--- src/hdl/boundary_run_count_map_core_assert.svh ---
// ----------------------------------------------------------------------------
// Assertion macros for the boundary run count map core
// Shared concurrent property wrappers, clocked on aclk, reset on aresetn.
// ----------------------------------------------------------------------------
`ifndef BOUNDARY_RUN_COUNT_MAP_CORE_ASSERT_SVH
`define BOUNDARY_RUN_COUNT_MAP_CORE_ASSERT_SVH

// Same-cycle implication
`define BRCM_ASSERT_NOW(label, ante, cons, msg) \
    label: assert property (@(posedge aclk) disable iff (!aresetn) (ante) |-> (cons)) \
        else $error(msg);

// Next-cycle implication
`define BRCM_ASSERT_NEXT(label, ante, cons, msg) \
    label: assert property (@(posedge aclk) disable iff (!aresetn) (ante) |=> (cons)) \
        else $error(msg);

`endif

--- src/hdl/brcm_ram.sv ---
// ----------------------------------------------------------------------------
// brcm_ram
// Generic single-write, single-read RAM with registered read data.
// ----------------------------------------------------------------------------
`timescale 1ns / 1ps

module brcm_ram #(
    parameter int WIDTH = 1,
    parameter int DEPTH = 16,
    localparam int AW   = $clog2(DEPTH)
) (
    input  logic             aclk,
    input  logic             we,
    input  logic [AW-1:0]    waddr,
    input  logic [WIDTH-1:0] wdata,
    input  logic [AW-1:0]    raddr,
    output logic [WIDTH-1:0] rdata
);

    logic [WIDTH-1:0] mem_reg [DEPTH];
    logic [WIDTH-1:0] rdata_reg;

    always_ff @(posedge aclk) begin
        if (we) begin
            mem_reg[waddr] <= wdata;
        end
        rdata_reg <= mem_reg[raddr];
    end

    assign rdata = rdata_reg;

endmodule

--- config.mk ---
export PLATFORM = sky130hd
export DESIGN_NAME = brcm_ram
export DESIGN_NICKNAME = d
export VERILOG_FILES = /design/src/hdl/boundary_run_count_map_core_assert.svh /design/src/hdl/brcm_ram.sv
export SDC_FILE = /design/constraint.sdc
export NUM_CORES = 1
export LEC_CHECK = 0
export BUFFER_PORTS_ARGS = -buffer_cell sky130_fd_sc_hd__buf_4
export CAP_MARGIN = 40
export CORE_UTILIZATION = 50
export CTS_CLUSTER_DIAMETER = 120
export DETAILED_ROUTE_END_ITERATION = 6
export GPL_TIMING_DRIVEN = 1
export HOLD_SLACK_MARGIN = 0.02
export MAX_ROUTING_LAYER = met4
export PLACE_DENSITY_LB_ADDON = 0.1
export SLEW_MARGIN = 20
export SYNTH_ARGS = -nofsm -noshare
export SYNTH_HDL_FRONTEND = slang
export SYNTH_SLANG_ARGS = --single-unit
--- constraint.sdc ---
create_clock -name aclk -period 1.5 [get_ports aclk]
set_clock_uncertainty 0.05 [all_clocks]
set_input_delay 0.15 -clock aclk [delete_from_list [all_inputs] [get_ports aclk]]
set_output_delay 0.15 -clock aclk [all_outputs]
set_load 0.05 [all_outputs]
==> summary.txt, run 1 <==
status -> finished, final reports clean
CTS tree -> built
Yosys cell types -> 11
register area share after synthesis -> 67.1%
period utilisation layout -> 87.7%
die area -> 1650 sq um
1st-pass router iterations -> 3
syn nets -> 58
NetSw -> 189 uW
Bufs and invs on worst path -> 0
post-synthesis compound-gate area fraction -> 0%
worst skew pair latency -> 0.29 ns
DR vias/cell -> 5.78
Switching Fraction -> 21.8%
H-tree depth -> 1
Nets -> 75
DRC Markers -> 0
first-pass GRT wire length -> 1810 um
synth top area cells -> edfxtp_1, mux4_1, nor2_1
Via Count -> 451
Max Clk Rate -> 0.760 GHz
Seq cells post-synth -> 17
Core Area -> 1350 sq um
Final setup viols -> 0
Synth Flop Type -> edfxtp_1
total grt overflow -> 0
CP max stage delay -> 0.52 ns
mux share of post-synthesis cell area -> 18.1%
Post-Synth Simple-Gate Area -> 14.8%
initial antenna violation count -> 0
Pwr Density -> 981 nW/um^2
die height -> 40.6 um
DRT antenna net count -> 0
total CTS buffers -> 3
XOR/XNOR Fraction of Synth Area -> 0%
largest family of logic cells by synthesized area -> multiplexers
relative slew slack -> 85.9%
worst-path maximum fanout -> 1
CTS max path bufs -> 2
clock share of power -> 27.7%
sequential share of power -> 61.5%
drt initial violations -> 19
post-synthesis average cell area -> 15.9 sq um
WL final -> 1200 um
# clock sinks -> 17
row count -> 13
max FFs per register -> 16
drt wl/cell -> 15.4 um
Top delay family on crit path -> multiplexers
Hold Vio Cnt, Final -> 0
pin count of the biggest net entering global routing -> 17
Syn. warnings -> 0
Commonest cells post-synth -> edfxtp_1, nor2_1, mux4_1, nor3_1, mux2i_1
most numerous cell in the Yosys netlist -> edfxtp_1
Clock transition at path regs -> 0.09 ns
root buf cell -> clkbuf_4
Setup CP Type -> register to register
IO buf count -> 11
Synth area leader -> edfxtp_1
fraction of registers with async set/reset -> 0%
Slew @ Worst Pin -> 0.210 ns
top-area cell type share of the netlist area -> 64.4%
worst vdd ir -> 0.000721 V
IO Pins -> 12
Gate power share -> 10.8%
GPL Wtd Cong -> 0.728
Critical Path Start Type -> register
# diodes -> 0
Critical Path Most Common Cell -> mux2i_1
critical path, cell by cell -> mux4_1 -> mux2i_1 -> mux2i_1
HP Class -> input port to register
Leakage -> 0.000317 uW
post-layout min period -> 1.32 ns
post-route worst setup slack -> 0.185 ns
total global-route track usage -> 19.6%
fraction of layout cells with a size suffix above 1 -> 23.8%
max-slew violation count -> 0
Post-synth EDFFs -> 16
critical path's slowest cell -> mux4_1
Pint -> 678 uW
setup_tns -> 0 ns
Crit path required time -> 1.63 ns
unrepaired setup endpoints after global routing -> no
Post-Place Worst Slack -> 0.152 ns
synthesized area -> 746 sq um
r2r setup slk -> 0.18 ns
die width -> 40.6 um
Crit. End Element -> register
Final Core Density -> 65.4%
vias in the first global route -> 417
crit path DAT -> 1.44 ns
Initial Util -> 55.2%
area delta synth->final -> 18.5%
post-synthesis adder-cell area fraction -> 0%
max cap viols -> 0
Final HPWL DP -> 927 um
Synth Instances -> 47
==> path summary, 6_finish.rpt <==
path                 endpoint   startpoint  depth (start not counted)
setup reg to reg        rdata   mem_reg[5]                          3
hold / removal    mem_reg[11]        wdata                          1
setup / recovery        rdata   mem_reg[5]                          3
hold reg to reg         rdata  mem_reg[10]                          3
==> cells in the final DEF, fill, tap and decap left out <==
cell	n
mux4_1	4
buf_4	11
edfxtp_1	16
nand2_1	1
nor3_1	4
nand2b_1	2
dfxtp_1	1
nand3_1	1
mux2i_1	3
clkbuf_1	1
nand3b_1	2
dlygate4sd3_1	1
nor2_1	12
clkbuf_4	3
or3b_2	1
==> per-layer routing <==
layer,global-route usage [%],vias up,routed length (um)
li1,-,215,-
met1,20.0,216,481
met2,33.3,17,649
met3,4.89,3,54
met4,12.5,0,17
met5,-,-,0
==> repair_timing <==
item,CTS,global route
buffers inserted,0,0
hold buffers,0,1
hold endpoints to repair,0,1
gates resized for setup,0,0
==> kinds of logic after synthesis <==
| group | after synthesis |
|---|---|
| flip-flops | 17 |
| multiplexers | 7 |
| AND/OR/NAND/NOR | 23 |
==> layout make-up <==
type / count / area [sq um]
well taps: 15 / 18.8
fillers: 107 / 467
clock buffers: 4 / 26.3
multi-input cells: 30 / 245
flip-flops and latches: 17 / 500
repair buffers: 12 / 92.6
==> power by group through the flow <==
stage                     clock, uW  combinational, uW  sequential (uW)
final                           240               93.1              533
after global routing            260                100              535
after global placement            0               87.4              543
after CTS                       236               92.2              533
after detailed placement          0               92.0              544
after floorplan                   0               32.7              555
==> through the flow <==
step | hold WS [ns] | cell area, sq um | cells | power [uW]
2_1_floorplan | 0.199 | 746 | 47 | 588
3_3_place_gp | 0.299 | 847 | 73 | 631
3_5_place_dp | 0.335 | 847 | 73 | 636
4_1_cts | 0.0311 | 873 | 77 | 862
5_1_grt | 0.111 | 883 | 78 | 895
6_report | 0.106 | 883 | 78 | 866
No activity file was read; power rests on OpenSTA's default activity.
==> inputs of run 2 (changes only) <==
--- a/config.mk
+++ b/config.mk
@@ -14,6 +14,7 @@
 export HOLD_SLACK_MARGIN = 0.02
 export MAX_ROUTING_LAYER = met4
 export PLACE_DENSITY_LB_ADDON = 0.1
+export RECOVER_POWER = 100
 export SLEW_MARGIN = 20
 export SYNTH_ARGS = -nofsm -noshare
 export SYNTH_HDL_FRONTEND = slang
==> run 2 against run 1 <==
Maximum frequency about the same; final cell count unchanged; global-route usage unchanged; die area unchanged; routed wire length up 0.75%; total power down 0.95%; design area down 2.1%; sequential power about the same; first-iteration DRC count unchanged; worst setup slack about the same; non-clock buffer count unchanged; largest cell class unchanged; highest routed layer unchanged.
==> summary.txt, run 2 (synthesis results as in run 1) <==
setup_tns -> 0 ns (unchanged)
first-pass GRT wire length -> 1810 um (unchanged)
DR vias/cell -> 5.63 (-2.7%)
root buf cell -> clkbuf_4
Via Count -> 439 (-2.7%)
setup bufs post-CTS -> 0 (unchanged)
initial antenna violation count -> 0 (unchanged)
Post-CTS Hold Fix Bufs -> 0 (unchanged)
IO Pins -> 12 (unchanged)
vias in the first global route -> 417 (unchanged)
1st-pass router iterations -> 4 (+1)
# diodes -> 0 (unchanged)
pin count of the biggest net entering global routing -> 17 (unchanged)
most common cell after layout, fill and taps aside -> edfxtp_1
max FFs per register -> 16 (unchanged)
Placement Cell Area -> 847 sq um (unchanged)
Pwr Density -> 992 nW/um^2 (+1.2%)
die area -> 1650 sq um (unchanged)
WL final -> 1210 um (+0.75%)
total grt overflow -> 0 (unchanged)
HP Class -> input port to register
Crit path required time -> 1.63 ns (about the same)
Clock transition at path regs -> 0.09 ns (about the same)
total global-route track usage -> 19.6% (unchanged)
Setup CP Type -> register to register
IO buf count -> 11 (unchanged)
crit path DAT -> 1.44 ns (about the same)
Critical Path Start Type -> register
die height -> 40.6 um (unchanged)
post-layout min period -> 1.32 ns (-0.000129 ns)
drt initial violations -> 19 (unchanged)
total CTS buffers -> 3 (unchanged)
Nets -> 75 (unchanged)
die width -> 40.6 um (unchanged)
row count -> 13 (unchanged)
Hold Vio Cnt, Final -> 0 (unchanged)
CTS tree -> built
GPL Wtd Cong -> 0.728 (unchanged)
status -> finished, final reports clean
worst vdd ir -> 0.000716 V (-0.65%)
post_cts resized -> 0 (unchanged)
DRT antenna net count -> 0 (unchanged)
period utilisation layout -> 87.7% (about the same)
worst skew pair latency -> 0.29 ns (about the same)
commonest non-fill, non-tap cells in the layout -> edfxtp_1, nor2_1, clkbuf_1, buf_4
worst-path maximum fanout -> 1 (unchanged)
post-route design area -> 865 sq um (-2.1%)
Initial Util -> 55.2% (unchanged)
# clock sinks -> 17 (unchanged)
Final HPWL DP -> 927 um (unchanged)
area delta synth->final -> 15.9%
fraction of layout cells with a size suffix above 1 -> 15.9% (-7.9 points)
Max Clk Rate -> 0.760 GHz (about the same)
Final Core Density -> 64.0% (-1.4 points)
H-tree depth -> 1 (unchanged)
Leakage -> 0.000299 uW (-5.7%)
unrepaired setup endpoints after global routing -> no
Filler Cells Inserted -> 113 (+5.6%)
max cap viols -> 0 (unchanged)
drt wl/cell -> 15.5 um (+0.75%)
max-slew violation count -> 0 (unchanged)
Final setup viols -> 0 (unchanged)
DRC Markers -> 0 (unchanged)
Core Area -> 1350 sq um (unchanged)
Slew @ Worst Pin -> 0.588 ns (+0.377 ns)
CTS max path bufs -> 2 (unchanged)
Crit. End Element -> register
relative slew slack -> 61.0% (-25 points)
[run 2: worst paths after layout]
kind / from / to / slack, ns / depth (start not counted)
setup / recovery: mem_reg[5] / rdata / 0.18 / 3
hold / removal: waddr[0] / mem_reg[8] / 0.15 / 2
setup reg to reg: mem_reg[5] / rdata / 0.18 / 3
hold reg to reg: mem_reg[10] / rdata / 0.74 / 3
[run 2: final cells by class]
| type | instances | area (sq um) | area share (%) |
|---|---|---|---|
| Sequential cell | 17 | 500 | 57.9 |
| Multi-Input combinational cell | 30 | 245 | 28.4 |
| Clock buffer | 4 | 26.3 | 3.04 |
| Timing Repair Buffer | 12 | 73.8 | 8.54 |
| Tap cell | 15 | 18.8 | 2.17 |
[run 2: layer usage]
| metal | track usage, % | vias up | share of wire [%] |
|---|---|---|---|
| met4 | 12.5 | 0 | 1.4 |
| met5 | - | - | 0 |
| met2 | 33.3 | 17 | 53 |
| li1 | - | 215 | - |
| met1 | 20.0 | 204 | 40 |
| met3 | 4.89 | 3 | 5.0 |
[run 2: report_power, final]
group / total, uW / internal [uW] / switching [uW]
Clock: 239 / 103 / 136
Sequential: 533 / 530 / 2.88
Combinational: 85.7 / 36.7 / 49.1
[run 2: worst max-delay path, cell delays in order, from the launching register on]
cell	delay (ns)
edfxtp_1	0.40
mux4_1	0.52
mux2i_1	0.14
mux2i_1	0.10
[run 2: stage by stage]
step | worst slack (ns) | cells | power, uW | hold slack [ns]
floorplan | 0.315 | 47 | 588 | 0.199
global placement | 0.219 | 73 | 631 | 0.299
detailed placement | 0.152 | 73 | 636 | 0.335
CTS | 0.161 | 77 | 862 | 0.0311
global route | 0.130 | 78 | 888 | 0.144
finish | 0.185 | 78 | 858 | 0.146
==> inputs of run 3 (changes only) <==
--- a/config.mk
+++ b/config.mk
@@ -5,6 +5,7 @@
 export SDC_FILE = /design/constraint.sdc
 export NUM_CORES = 1
 export LEC_CHECK = 0
+export ABC_AREA = 1
 export BUFFER_PORTS_ARGS = -buffer_cell sky130_fd_sc_hd__buf_4
 export CAP_MARGIN = 40
 export CORE_UTILIZATION = 50
==> run 3 against run 2 <==
Sequential power barely moved; routed wire length increased by 17%; first-iteration DRC count fell by 26%; sequential share of layout area fell by 5.5 points; non-clock buffer count is 1 lower; combinational power is 23% higher; hold slack got worse by 0.12 ns; clock-buffer cell count fell by 1; maximum frequency up 30%; total power rose by 3.7%; worst setup slack gained 0.31 ns; critical path type is now register to primary output; critical endpoint is now rdata; highest routed layer unchanged.
==> summary.txt, run 3 <==
Crit path required time -> 1.30 ns (-0.33 ns)
Critical R2R Launch -> mem_reg[7]
drt initial violations -> 14 (-5)
Top delay family on crit path -> flip-flops
IO buf count -> 11 (unchanged)
post-layout min period -> 1.01 ns (-0.307 ns)
Clock transition at path regs -> 0.10 ns (about the same)
DRC Markers -> 0 (unchanged)
setup bufs post-CTS -> 0 (unchanged)
Syn. warnings -> 0 (unchanged)
CP startpoint -> rdata
synth top area cells -> edfxtp_1, nand2_1, inv_1
commonest non-fill, non-tap cells in the layout -> nand2_1, inv_1, edfxtp_1, nand3_1
CP max stage delay -> 0.32 ns (-0.20 ns)
drt wl/cell -> 11.2 um (-28%)
worst-path maximum fanout -> 1 (unchanged)
Post-Synth Simple-Gate Area -> 29.4% (+15 points)
setup_tns -> 0 ns (unchanged)
# clock sinks -> 17 (unchanged)
Synth Flop Type -> edfxtp_1
vias in the first global route -> 573 (+37%)
most numerous cell in the Yosys netlist -> nand2_1
top-area cell type share of the netlist area -> 56.7% (-7.7 points)
period utilisation layout -> 67.2% (-20 points)
Initial Util -> 55.0% (-0.29 points)
die height -> 43.2 um (+6.3%)
HP Class -> input port to register
Critical Path Start Type -> register
pin count of the biggest net entering global routing -> 17 (unchanged)
r2r setup slk -> 0.60 ns (+0.42 ns)
Nets -> 122 (+63%)
die area -> 1860 sq um (+13%)
Pwr Density -> 932 nW/um^2 (-6.1%)
CTS tree -> built
fraction of layout cells with a size suffix above 1 -> 14.5% (-1.3 points)
Slew @ Worst Pin -> 0.544 ns (-0.0443 ns)
Synth Instances -> 96 (+100%)
HP Start -> raddr[3]
Hold Vio Cnt, Final -> 0 (unchanged)
row count -> 14 (+1)
die width -> 43.2 um (+6.3%)
Post-synth EDFFs -> 16 (unchanged)
post_cts resized -> 0 (unchanged)
Commonest cells post-synth -> nand2_1, inv_1, edfxtp_1
post-synthesis average cell area -> 8.82 sq um (-44%)
DRT antenna net count -> 0 (unchanged)
register area share after synthesis -> 59.1% (-8.0 points)
synthesized area -> 847 sq um (+14%)
max cap viols -> 0 (unchanged)
mux share of post-synthesis cell area -> 0% (-18 points)
root buf cell -> clkbuf_4
H-tree depth -> 1 (unchanged)
critical path, cell by cell -> buf_4
1st-pass router iterations -> 4 (unchanged)
Bufs and invs on worst path -> 1 (+1)
critical path's slowest cell -> dfxtp_1
Post-CTS Hold Fix Bufs -> 0 (unchanged)
Max Clk Rate -> 0.992 GHz (+30%)
Crit. End Element -> primary output
status -> finished, final reports clean
post-synthesis compound-gate area fraction -> 0% (unchanged)
WL final -> 1410 um (+17%)
Seq cells post-synth -> 17 (unchanged)
worst vdd ir -> 0.000612 V (-15%)
crit path DAT -> 0.81 ns (-0.63 ns)
most common cell after layout, fill and taps aside -> nand2_1
total grt overflow -> 0 (unchanged)
DR vias/cell -> 4.98 (-11%)
Filler Cells Inserted -> 134 (+19%)
largest family of logic cells by synthesized area -> simple AND/OR/NAND/NOR gates
area delta synth->final -> 12.7%
Yosys cell types -> 11 (unchanged)
WHS -> 0.0212 ns (-0.124 ns)
total global-route track usage -> 18.3% (-1.3 points)
GPL Wtd Cong -> 0.838 (+15%)
total CTS buffers -> 3 (unchanged)
IO Pins -> 12 (unchanged)
# diodes -> 0 (unchanged)
max FFs per register -> 16 (unchanged)
unrepaired setup endpoints after global routing -> no
Final setup viols -> 0 (unchanged)
worst skew pair latency -> 0.30 ns (about the same)
Core Area -> 1540 sq um (+14%)
first-pass GRT wire length -> 2300 um (+27%)
fraction of registers with async set/reset -> 0% (unchanged)
Setup CP Type -> register to primary output
Leakage -> 0.000433 uW (+45%)
Via Count -> 628 (+43%)
max-slew violation count -> 0 (unchanged)
XOR/XNOR Fraction of Synth Area -> 0% (unchanged)
Synth area leader -> edfxtp_1
post-synthesis adder-cell area fraction -> 0% (unchanged)
Final HPWL DP -> 1070 um (+16%)
Final Core Density -> 61.9% (-2.1 points)
syn nets -> 107 (+84%)
CTS max path bufs -> 2 (unchanged)
relative slew slack -> 63.8% (+2.8 points)
initial antenna violation count -> 0 (unchanged)
run 3: cell types whose count changed in the layout (fill, tap and decap cells not counted), sizes merged, moves of 3 or more:
cell    delta
clkbuf     -3
inv       +21
mux2i      -3
mux4       -4
nand2     +26
nand3     +13
nor2       -4
nor3       +4
run 3: kinds of logic (layout without fill, tap and decap cells):
family,count (synthesis),count (layout)
buffers and inverters,22,36
DFF,17,17
and+or+nand+nor,57,57
run 3: final cells by class:
class / instances / area, sq um / area share [%]
clock buffers: 3 / 22.5 / 2.36
clock inverters: 1 / 5.00 / 0.524
inverters: 21 / 86.3 / 9.04
multi-input cells: 57 / 249 / 26.1
flip-flops and latches: 17 / 500 / 52.4
well taps: 16 / 20.0 / 2.10
repair buffers: 11 / 71.3 / 7.47
run 3: worst paths after layout:
check / to / cells past startpoint
worst max-delay path: rdata / 1
worst min-delay path: rdata / 3
worst max register to register: rdata / 6
worst min register to register: rdata / 6
run 3: power by group:
group          switching (uW)  total, uW  internal [uW]
Clock                     152        251           99.5
Combinational            68.4        105           36.8
Sequential               2.95        533            530
Total                     223        890            667
run 3: worst reg2reg max path, delay by kind of cell (launching register included):
family / cells / cell delay [ns]
and+or+nand+nor: 5 / 0.33
buffers and inverters: 1 / 0.07
DFF: 1 / 0.37
run 3: through the flow:
step | instance area (sq um) | total power [uW] | setup slack (ns) | instances
after floorplan | 847 | 609 | 0.662 | 96
after global placement | 938 | 651 | 0.462 | 122
after detailed placement | 938 | 653 | 0.450 | 122
after CTS | 966 | 888 | 0.490 | 126
after global routing | 955 | 920 | 0.468 | 126
final | 955 | 890 | 0.492 | 126
run 3: metal layers:
metal / global-route usage (%) / vias to the layer above / wire length [um]
met2: 28.4 / 22 / 663
met1: 20.1 / 269 / 631
met3: 2.98 / 4 / 74
li1: - / 333 / -
met5: - / - / 0
met4: 15.8 / 0 / 45
